### config.mk
export PLATFORM = sky130hd
export DESIGN_NAME = searchable_fifo_queue_unit
export DESIGN_NICKNAME = d
export VERILOG_FILES = /design/src/sfq_pkg.sv /design/src/sfq_front.sv /design/src/sfq_back.sv /design/src/searchable_fifo_queue_unit.sv
export SDC_FILE = /design/constraint.sdc
export NUM_CORES = 1
export LEC_CHECK = 0
export BUFFER_PORTS_ARGS = -buffer_cell sky130_fd_sc_hd__buf_4
export CAP_MARGIN = 20
export CORE_ASPECT_RATIO = 2
export CORE_MARGIN = 4
export CORE_UTILIZATION = 45
export DETAILED_ROUTE_END_ITERATION = 10
export GPL_ROUTABILITY_DRIVEN = 1
export SLEW_MARGIN = 20
export SYNTH_ARGS = -nofsm -noshare
export SYNTH_HDL_FRONTEND = slang
export SYNTH_SLANG_ARGS = --single-unit
### constraint.sdc
create_clock -name clk -period 6 [get_ports clk]
set_clock_uncertainty 0.15 [all_clocks]
set_input_delay 1.8 -clock clk [delete_from_list [all_inputs] [get_ports clk]]
set_output_delay 1.8 -clock clk [all_outputs]
set_load 0.005 [all_outputs]
### src/sfq_pkg.sv
// Shared types and codes for the searchable FIFO queue.
`default_nettype none

package sfq_pkg;

    localparam int unsigned VALUE_W = 32;

    typedef enum logic [1:0] {
        REQ_ENQUEUE = 2'd0,
        REQ_DEQUEUE = 2'd1,
        REQ_SEARCH  = 2'd2,
        REQ_READOUT = 2'd3
    } req_kind_t;

    typedef enum logic [1:0] {
        STAT_OK        = 2'd0,
        STAT_EMPTY     = 2'd1,
        STAT_FULL      = 2'd2,
        STAT_NOT_FOUND = 2'd3
    } status_t;

    typedef enum logic [1:0] {
        BK_IDLE    = 2'd0,
        BK_DEQUEUE = 2'd1,
        BK_SEARCH  = 2'd2,
        BK_READOUT = 2'd3
    } back_state_t;

    typedef struct packed {
        req_kind_t                  kind;
        logic signed [VALUE_W-1:0]  value;
    } req_t;

endpackage

`default_nettype wire

### src/sfq_front.sv
// Request intake: accepts stream transfers, decodes the request kind and queues it.
`default_nettype none

module sfq_front (
    input  logic                                clk,
    input  logic                                rst_n,
    input  logic                                s_axis_tvalid,
    output logic                                s_axis_tready,
    input  logic signed [sfq_pkg::VALUE_W-1:0]  s_axis_tdata,   // item_value
    input  logic [1:0]                          s_axis_tuser,   // req_type
    output logic                                q_valid,
    input  logic                                q_pop,
    output sfq_pkg::req_t                       q_req
);
    import sfq_pkg::*;

    req_t        slot_mem [2];
    logic        wr_ptr_reg, wr_ptr_next;
    logic        rd_ptr_reg, rd_ptr_next;
    logic [1:0]  count_reg, count_next;
    logic        push;
    logic        pop;

    assign s_axis_tready = (count_reg != 2'd2);
    assign push          = s_axis_tvalid && s_axis_tready;
    assign q_valid       = (count_reg != 2'd0);
    assign pop           = q_pop && q_valid;
    assign q_req         = slot_mem[rd_ptr_reg];

    always_comb
    begin
        wr_ptr_next = push ? ~wr_ptr_reg : wr_ptr_reg;
        rd_ptr_next = pop ? ~rd_ptr_reg : rd_ptr_reg;
        count_next  = count_reg;
        if (push && !pop)
        begin
            count_next = count_reg + 2'd1;
        end
        else if (pop && !push)
        begin
            count_next = count_reg - 2'd1;
        end
    end

    always_ff @(posedge clk or negedge rst_n)
    begin
        if (!rst_n)
        begin
            wr_ptr_reg <= 1'b0;
            rd_ptr_reg <= 1'b0;
            count_reg  <= 2'd0;
        end
        else
        begin
            wr_ptr_reg <= wr_ptr_next;
            rd_ptr_reg <= rd_ptr_next;
            count_reg  <= count_next;
        end
    end

    // Payload slots carry no reset.
    always_ff @(posedge clk)
    begin
        if (push)
        begin
            slot_mem[wr_ptr_reg].kind  <= req_kind_t'(s_axis_tuser);
            slot_mem[wr_ptr_reg].value <= s_axis_tdata;
        end
    end

endmodule

`default_nettype wire

### src/sfq_back.sv
// Request execution: ring storage, head/tail tracking, search and readout walks, result register.
`default_nettype none

module sfq_back #(
    parameter int unsigned DEPTH = 16
) (
    input  logic                                clk,
    input  logic                                rst_n,
    input  logic                                q_valid,
    output logic                                q_pop,
    input  sfq_pkg::req_t                       q_req,
    output logic                                m_axis_tvalid,
    input  logic                                m_axis_tready,
    output logic signed [sfq_pkg::VALUE_W-1:0]  m_axis_tdata,   // value_out
    output logic [3:0]                          m_axis_tuser,   // status, found, now_empty
    output logic                                m_axis_tlast    // last
);
    import sfq_pkg::*;

    localparam int unsigned AW = (DEPTH > 1) ? $clog2(DEPTH) : 1;
    localparam int unsigned CW = $clog2(DEPTH + 1);

    logic signed [VALUE_W-1:0] ring_mem [DEPTH];
    logic signed [VALUE_W-1:0] rd_data_reg;
    logic [AW-1:0]             rd_addr;
    logic                      mem_we;

    back_state_t               state_reg, state_next;
    logic [AW-1:0]             head_reg, head_next;
    logic [AW-1:0]             tail_reg, tail_next;
    logic [CW-1:0]             occ_reg, occ_next;
    logic [AW-1:0]             ptr_reg, ptr_next;
    logic [CW-1:0]             cnt_reg, cnt_next;
    logic signed [VALUE_W-1:0] key_reg, key_next;

    logic                      out_valid_reg;
    status_t                   out_status_reg;
    logic signed [VALUE_W-1:0] out_value_reg;
    logic                      out_found_reg;
    logic                      out_empty_reg;
    logic                      out_last_reg;

    logic                      slot_free;
    logic                      emit;
    status_t                   e_status;
    logic signed [VALUE_W-1:0] e_value;
    logic                      e_found;
    logic                      e_empty;
    logic                      e_last;
    logic                      hit;
    logic                      at_end;

    function automatic logic [AW-1:0] ring_next(input logic [AW-1:0] idx);
        logic [AW-1:0] res;
        if (idx == AW'(DEPTH - 1))
        begin
            res = '0;
        end
        else
        begin
            res = idx + 1'b1;
        end
        return res;
    endfunction

    assign slot_free = !out_valid_reg || m_axis_tready;
    assign hit       = (rd_data_reg == key_reg);
    assign at_end    = (cnt_reg == CW'(occ_reg - 1'b1));

    always_comb
    begin
        state_next = state_reg;
        head_next  = head_reg;
        tail_next  = tail_reg;
        occ_next   = occ_reg;
        ptr_next   = ptr_reg;
        cnt_next   = cnt_reg;
        key_next   = key_reg;
        q_pop      = 1'b0;
        mem_we     = 1'b0;
        rd_addr    = head_reg;
        emit       = 1'b0;
        e_status   = STAT_OK;
        e_value    = '0;
        e_found    = 1'b0;
        e_empty    = (occ_reg == '0);
        e_last     = 1'b1;

        case (state_reg)
            BK_IDLE:
            begin
                if (q_valid && slot_free)
                begin
                    q_pop = 1'b1;
                    case (q_req.kind)
                        REQ_ENQUEUE:
                        begin
                            emit    = 1'b1;
                            e_empty = 1'b0;
                            if (occ_reg == CW'(DEPTH))
                            begin
                                e_status = STAT_FULL;
                            end
                            else
                            begin
                                mem_we    = 1'b1;
                                tail_next = ring_next(tail_reg);
                                occ_next  = occ_reg + 1'b1;
                            end
                        end
                        REQ_DEQUEUE:
                        begin
                            if (occ_reg == '0)
                            begin
                                emit     = 1'b1;
                                e_status = STAT_EMPTY;
                            end
                            else
                            begin
                                state_next = BK_DEQUEUE;
                            end
                        end
                        REQ_SEARCH:
                        begin
                            if (occ_reg == '0)
                            begin
                                emit     = 1'b1;
                                e_status = STAT_EMPTY;
                                e_value  = q_req.value;
                            end
                            else
                            begin
                                key_next   = q_req.value;
                                ptr_next   = head_reg;
                                cnt_next   = '0;
                                state_next = BK_SEARCH;
                            end
                        end
                        REQ_READOUT:
                        begin
                            if (occ_reg == '0)
                            begin
                                emit     = 1'b1;
                                e_status = STAT_EMPTY;
                            end
                            else
                            begin
                                ptr_next   = head_reg;
                                cnt_next   = '0;
                                state_next = BK_READOUT;
                            end
                        end
                        default:
                        begin
                            q_pop = 1'b1;
                        end
                    endcase
                end
            end
            BK_DEQUEUE:
            begin
                // Keep the read address on the old head until the result is taken.
                rd_addr = head_reg;
                if (slot_free)
                begin
                    emit       = 1'b1;
                    e_value    = rd_data_reg;
                    e_empty    = (occ_reg == CW'(1));
                    head_next  = ring_next(head_reg);
                    occ_next   = occ_reg - 1'b1;
                    state_next = BK_IDLE;
                end
            end
            BK_SEARCH:
            begin
                rd_addr = ptr_reg;
                if (hit || at_end)
                begin
                    if (slot_free)
                    begin
                        emit       = 1'b1;
                        e_status   = hit ? STAT_OK : STAT_NOT_FOUND;
                        e_value    = key_reg;
                        e_found    = hit;
                        state_next = BK_IDLE;
                    end
                end
                else
                begin
                    ptr_next = ring_next(ptr_reg);
                    cnt_next = cnt_reg + 1'b1;
                    rd_addr  = ring_next(ptr_reg);
                end
            end
            BK_READOUT:
            begin
                rd_addr = ptr_reg;
                if (slot_free)
                begin
                    emit    = 1'b1;
                    e_value = rd_data_reg;
                    e_last  = at_end;
                    if (at_end)
                    begin
                        state_next = BK_IDLE;
                    end
                    else
                    begin
                        ptr_next = ring_next(ptr_reg);
                        cnt_next = cnt_reg + 1'b1;
                        rd_addr  = ring_next(ptr_reg);
                    end
                end
            end
            default:
            begin
                state_next = BK_IDLE;
            end
        endcase
    end

    always_ff @(posedge clk)
    begin
        if (mem_we)
        begin
            ring_mem[tail_reg] <= q_req.value;
        end
        rd_data_reg <= ring_mem[rd_addr];
    end

    always_ff @(posedge clk or negedge rst_n)
    begin
        if (!rst_n)
        begin
            state_reg     <= BK_IDLE;
            head_reg      <= '0;
            tail_reg      <= '0;
            occ_reg       <= '0;
            ptr_reg       <= '0;
            cnt_reg       <= '0;
            out_valid_reg <= 1'b0;
        end
        else
        begin
            state_reg <= state_next;
            head_reg  <= head_next;
            tail_reg  <= tail_next;
            occ_reg   <= occ_next;
            ptr_reg   <= ptr_next;
            cnt_reg   <= cnt_next;
            if (emit)
            begin
                out_valid_reg <= 1'b1;
            end
            else if (m_axis_tready)
            begin
                out_valid_reg <= 1'b0;
            end
        end
    end

    always_ff @(posedge clk)
    begin
        key_reg <= key_next;
        if (emit)
        begin
            out_status_reg <= e_status;
            out_value_reg  <= e_value;
            out_found_reg  <= e_found;
            out_empty_reg  <= e_empty;
            out_last_reg   <= e_last;
        end
    end

    assign m_axis_tvalid = out_valid_reg;
    assign m_axis_tdata  = out_value_reg;
    assign m_axis_tuser  = {out_empty_reg, out_found_reg, out_status_reg};
    assign m_axis_tlast  = out_last_reg;

endmodule

`default_nettype wire

### src/searchable_fifo_queue_unit.sv
// Enqueues and empty reports go from the intake queue straight to the result register; dequeue,
// search and readout first read the ring through its registered read port. Throughput: enqueue
// 1 per cycle while the result stream is not stalled; a dequeue, search or readout takes no new
// request until its last result is registered; readout gives one result per cycle while the
// result stream is not stalled. The single ring read port paces the dequeue, search and readout walks.
// Reset: head, tail, occupancy and handshake state clear at once; ring contents
// are not cleared and no clearing pass runs, so requests are taken straight after reset.
`default_nettype none

module searchable_fifo_queue_unit #(
    parameter int unsigned DEPTH = 16
) (
    input  logic                                clk,
    input  logic                                rst_n,
    input  logic                                s_axis_tvalid,
    output logic                                s_axis_tready,
    input  logic signed [sfq_pkg::VALUE_W-1:0]  s_axis_tdata,   // item_value
    input  logic [1:0]                          s_axis_tuser,   // req_type
    output logic                                m_axis_tvalid,
    input  logic                                m_axis_tready,
    output logic signed [sfq_pkg::VALUE_W-1:0]  m_axis_tdata,   // value_out
    output logic [3:0]                          m_axis_tuser,   // status[1:0], found, now_empty
    output logic                                m_axis_tlast    // last
);
    import sfq_pkg::*;

    logic q_valid;
    logic q_pop;
    req_t q_req;

    sfq_front u_front (
        .clk           (clk),
        .rst_n         (rst_n),
        .s_axis_tvalid (s_axis_tvalid),
        .s_axis_tready (s_axis_tready),
        .s_axis_tdata  (s_axis_tdata),
        .s_axis_tuser  (s_axis_tuser),
        .q_valid       (q_valid),
        .q_pop         (q_pop),
        .q_req         (q_req)
    );

    sfq_back #(
        .DEPTH (DEPTH)
    ) u_back (
        .clk           (clk),
        .rst_n         (rst_n),
        .q_valid       (q_valid),
        .q_pop         (q_pop),
        .q_req         (q_req),
        .m_axis_tvalid (m_axis_tvalid),
        .m_axis_tready (m_axis_tready),
        .m_axis_tdata  (m_axis_tdata),
        .m_axis_tuser  (m_axis_tuser),
        .m_axis_tlast  (m_axis_tlast)
    );

endmodule

`default_nettype wire

==> key figures <==
Clock network
  • CTS tree: built
  • Clock Pin Slew Worst Setup and Hold Paths: 0.07 ns
  • Total setup buffers inserted after CTS: 0
  • Clock Latency Late Sink: 0.62 ns
  • Number of hold buffers added after CTS: 0
  • CTS root buffer: clkbuf_16
  • # H-tree levels: 2
  • CTS sink count: 710
  • Post-CTS sizing: 0
  • CTS buffer count: 60
  • CTS Buffer Depth: 3

Timing
  • Final cycle utilization of the critical path: 0.789
  • Fmax: 211 MHz
  • Relative slew slack: 0.364
  • Hold_ws: 0.354 ns
  • Hold Vio Cnt, Final: 0
  • Fin crit period: around 4.7 ns
  • Final Max Tran Viols: 0
  • Unrepaired setup endpoints after global routing: false
  • Setup TNS: 0 ns
  • Setup-failing EPs final: 0
  • Slew @ Worst Pin: 0.954 ns

Die
  • Core Box Area: 60,900 µm²
  • Initial core utilization: 0.455
  • Die Y: 359 µm
  • I/O pin cnt: 77
  • Die X: between 150 and 200 µm
  • Rows: 128
  • Full die area: 65,700 µm²

Route
  • DRT Pass-1 Iters: 5
  • Number of vias per cell: 5.85
  • ANT nets after route: 0
  • Number of remaining DRC errors: 0
  • WL final: 68.2 mm
  • Starting DRT DRC Count: 1,198
  • Vias post-DR: 14,600
  • Detailed-route wire length per cell: 27.3 µm

Synth
  • Net count after synthesis: 1,626
  • Synth Instances: 1,572
  • FF+latch count, synth: 710
  • Ys flop type: edfxtp_1
  • Synth Cell Area: 27,700 µm²
  • Synth top area cells: edfxtp_1 (70%), mux2i_1 (9.3%), o22ai_1 (2.9%), dfrtp_1 (2.6%), dfxtp_1 (2.3%)
  • Area leader, netlist: edfxtp_1
  • Syn avg cell area: about 18 µm²
  • Synth warn: 0
  • Post-synth EDFFs: 649
  • Async SR Flop Fraction: 0.0408
  • Yosys cell types: 63
  • Area share of the largest cell type after synthesis: 0.704
  • Post-synthesis sequential area ratio: 0.754

Setup path
  • Arrival time at the worst endpoint: 5.08 ns
  • R2r worst-path depth: 12
  • Setup crit start: u_back.key_reg[9]
  • Worst R2R Start: u_back.key_reg[9]
  • Crit Path Category: reg -> reg
  • CP Launch Type: register
  • Req. time, crit path: 6.34 ns
  • Critical path endpoint category: register
  • Critical Path Fanout Max: 48

Layout
  • Fraction of layout cells with a size suffix above 1: 0.172
  • Area grow syn2layout: 12.9%
  • # diodes: 0
  • Fin nets: 1,722
  • Largest regs: u_back.ring_mem: 512 flops, u_front.slot_mem: 68 flops
  • Reg with most FFs: u_back.ring_mem
  • Commonest non-fill, non-tap cell in the layout: edfxtp_1
  • Filler Cells Inserted: 4,937
  • Most frequent cells in the layout: edfxtp_1 (649), mux2i_1 (258), o22ai_1 (129), buf_4 (115), clkbuf_16 (60)
  • Max reg flops: 512

Place
  • Final GP Congestion: 0.819
  • HPWL after detailed placement: 39.4 mm
  • Port bufs: 76

Worst hold path
  • WHS Path Cells: 1
  • Worst min path class: reg -> reg
  • Hold_sp: u_front.count_reg[1]

Global routing
  • Overall Global Routing Usage: 0.204
  • Vias in the first global route: 15,000
  • Gr ovfl total: 0
  • First-pass GRT wire length: 98.7 mm
  • Initial antenna violation count: 0
  • Largest net degree at the start of global routing: 83

Power and ir drop
  • Power density cells: 530 nW/µm²
  • Worst VDD drop: 0.000439 V
  • P_leak: 11.1 nW

Outcome
  • Status: finished clean

Flow run
  • Max_cap viols: 0
[where the power goes]
| part | switching [mW] | internal [mW] | leakage, nW | total [mW] |
|---|---|---|---|---|
| Sequential | 0.353 | 6.56 | 6.51 | 6.92 |
| Combinational | 3.55 | 2.16 | 3.62 | 5.70 |
| Clock | 1.77 | 2.18 | 0.970 | 3.94 |
[worst paths after layout]
check	endpoint	slack, ns
min reg2reg	u_front.count_reg[1]	0.35
min in group asynchronous	u_front.rd_ptr_reg	0.96
max in group asynchronous	u_back.head_reg[3]	4.44
max reg2reg	u_back.rd_data_reg[13]	1.26
max	u_back.rd_data_reg[13]	1.26
min	u_front.count_reg[1]	0.35
[cell usage after synthesis, types with 3 or more instances]
| library cell | n |
|---|---|
| o22ai_1 | 130 |
| or4_1 | 32 |
| a22oi_1 | 33 |
| and3_1 | 9 |
| o31ai_1 | 3 |
| o2bb2ai_1 | 32 |
| edfxtp_1 | 649 |
| nor2_1 | 25 |
| o21ai_0 | 17 |
| nand2b_1 | 5 |
| buf_1 | 3 |
| or3_1 | 4 |
| ha_1 | 16 |
| mux2i_1 | 258 |
| nor2b_1 | 4 |
| clkbuf_1 | 29 |
| buf_6 | 9 |
| xor2_1 | 13 |
| nand3_1 | 15 |
| and4_1 | 3 |
| dfrtp_1 | 29 |
| nor4_1 | 3 |
| buf_4 | 3 |
| inv_1 | 12 |
| nand4_1 | 10 |
| dfxtp_1 | 32 |
| nor3_1 | 5 |
| buf_2 | 39 |
| nand2_1 | 30 |
| mux2_2 | 33 |
| a21oi_1 | 7 |
| buf_8 | 3 |
| xnor2_1 | 40 |
| and2_1 | 3 |
[through the flow]
step           cells  worst slack (ns)  instance area (µm²)  utilization  power (mW)
2_1_floorplan   1572             0.302                27700            -        10.9
3_3_place_gp    2385             0.986                29200        0.480        12.6
3_5_place_dp    2386             0.910                29200        0.481        12.8
4_1_cts         2499              1.23                31200        0.513        16.7
5_1_grt         2499              1.17                31200        0.513        17.3
6_report        2499              1.26                31200        0.513        16.6
[final cells by class]
| class | count | area (µm²) | area share |
|---|---|---|---|
| clock inverters | 42 | 423 | 0.0135 |
| flip-flops and latches | 710 | 20900 | 0.668 |
| inverters | 12 | 45.0 | 0.00144 |
| well taps | 780 | 976 | 0.0312 |
| repair buffers | 121 | 991 | 0.0317 |
| clock buffers | 71 | 1560 | 0.0500 |
| multi-input cells | 763 | 6380 | 0.204 |
[critical path, cell delays in order (launching register included)]
cell and delay [ns]:
edfxtp_1 0.41, xnor2_1 0.46, nand4_1 0.29, nor4_1 0.44
nand2_1 0.33, a22o_1 0.28, and3_2 0.23, a221oi_4 0.17
buf_4 0.22, buf_4 0.66, mux2i_1 0.29, o22ai_1 0.11
or4_1 0.54
[routing by layer]
| metal | vias to the layer above | wire length, µm | part of all wire | global-route usage |
|---|---|---|---|---|
| met5 | - | 0 | 0 | 0 |
| met4 | 0 | 2170 | 0.032 | 0.0655 |
| met3 | 114 | 2910 | 0.043 | 0.0237 |
| met2 | 416 | 37000 | 0.54 | 0.382 |
| met1 | 7613 | 26100 | 0.38 | 0.244 |
| li1 | 6471 | - | - | - |
[cell families after synthesis]
family / count (synthesis) / share of synthesized area
compound gates: 244 / 0.0627
xor+xnor: 54 / 0.0174
fa+ha+maj: 16 / 0.00724
buf+inv: 99 / 0.0193
flops: 710 / 0.754
mux: 291 / 0.107
simple gates: 158 / 0.0327
Note: power is estimated with default switching activity, not from simulation.
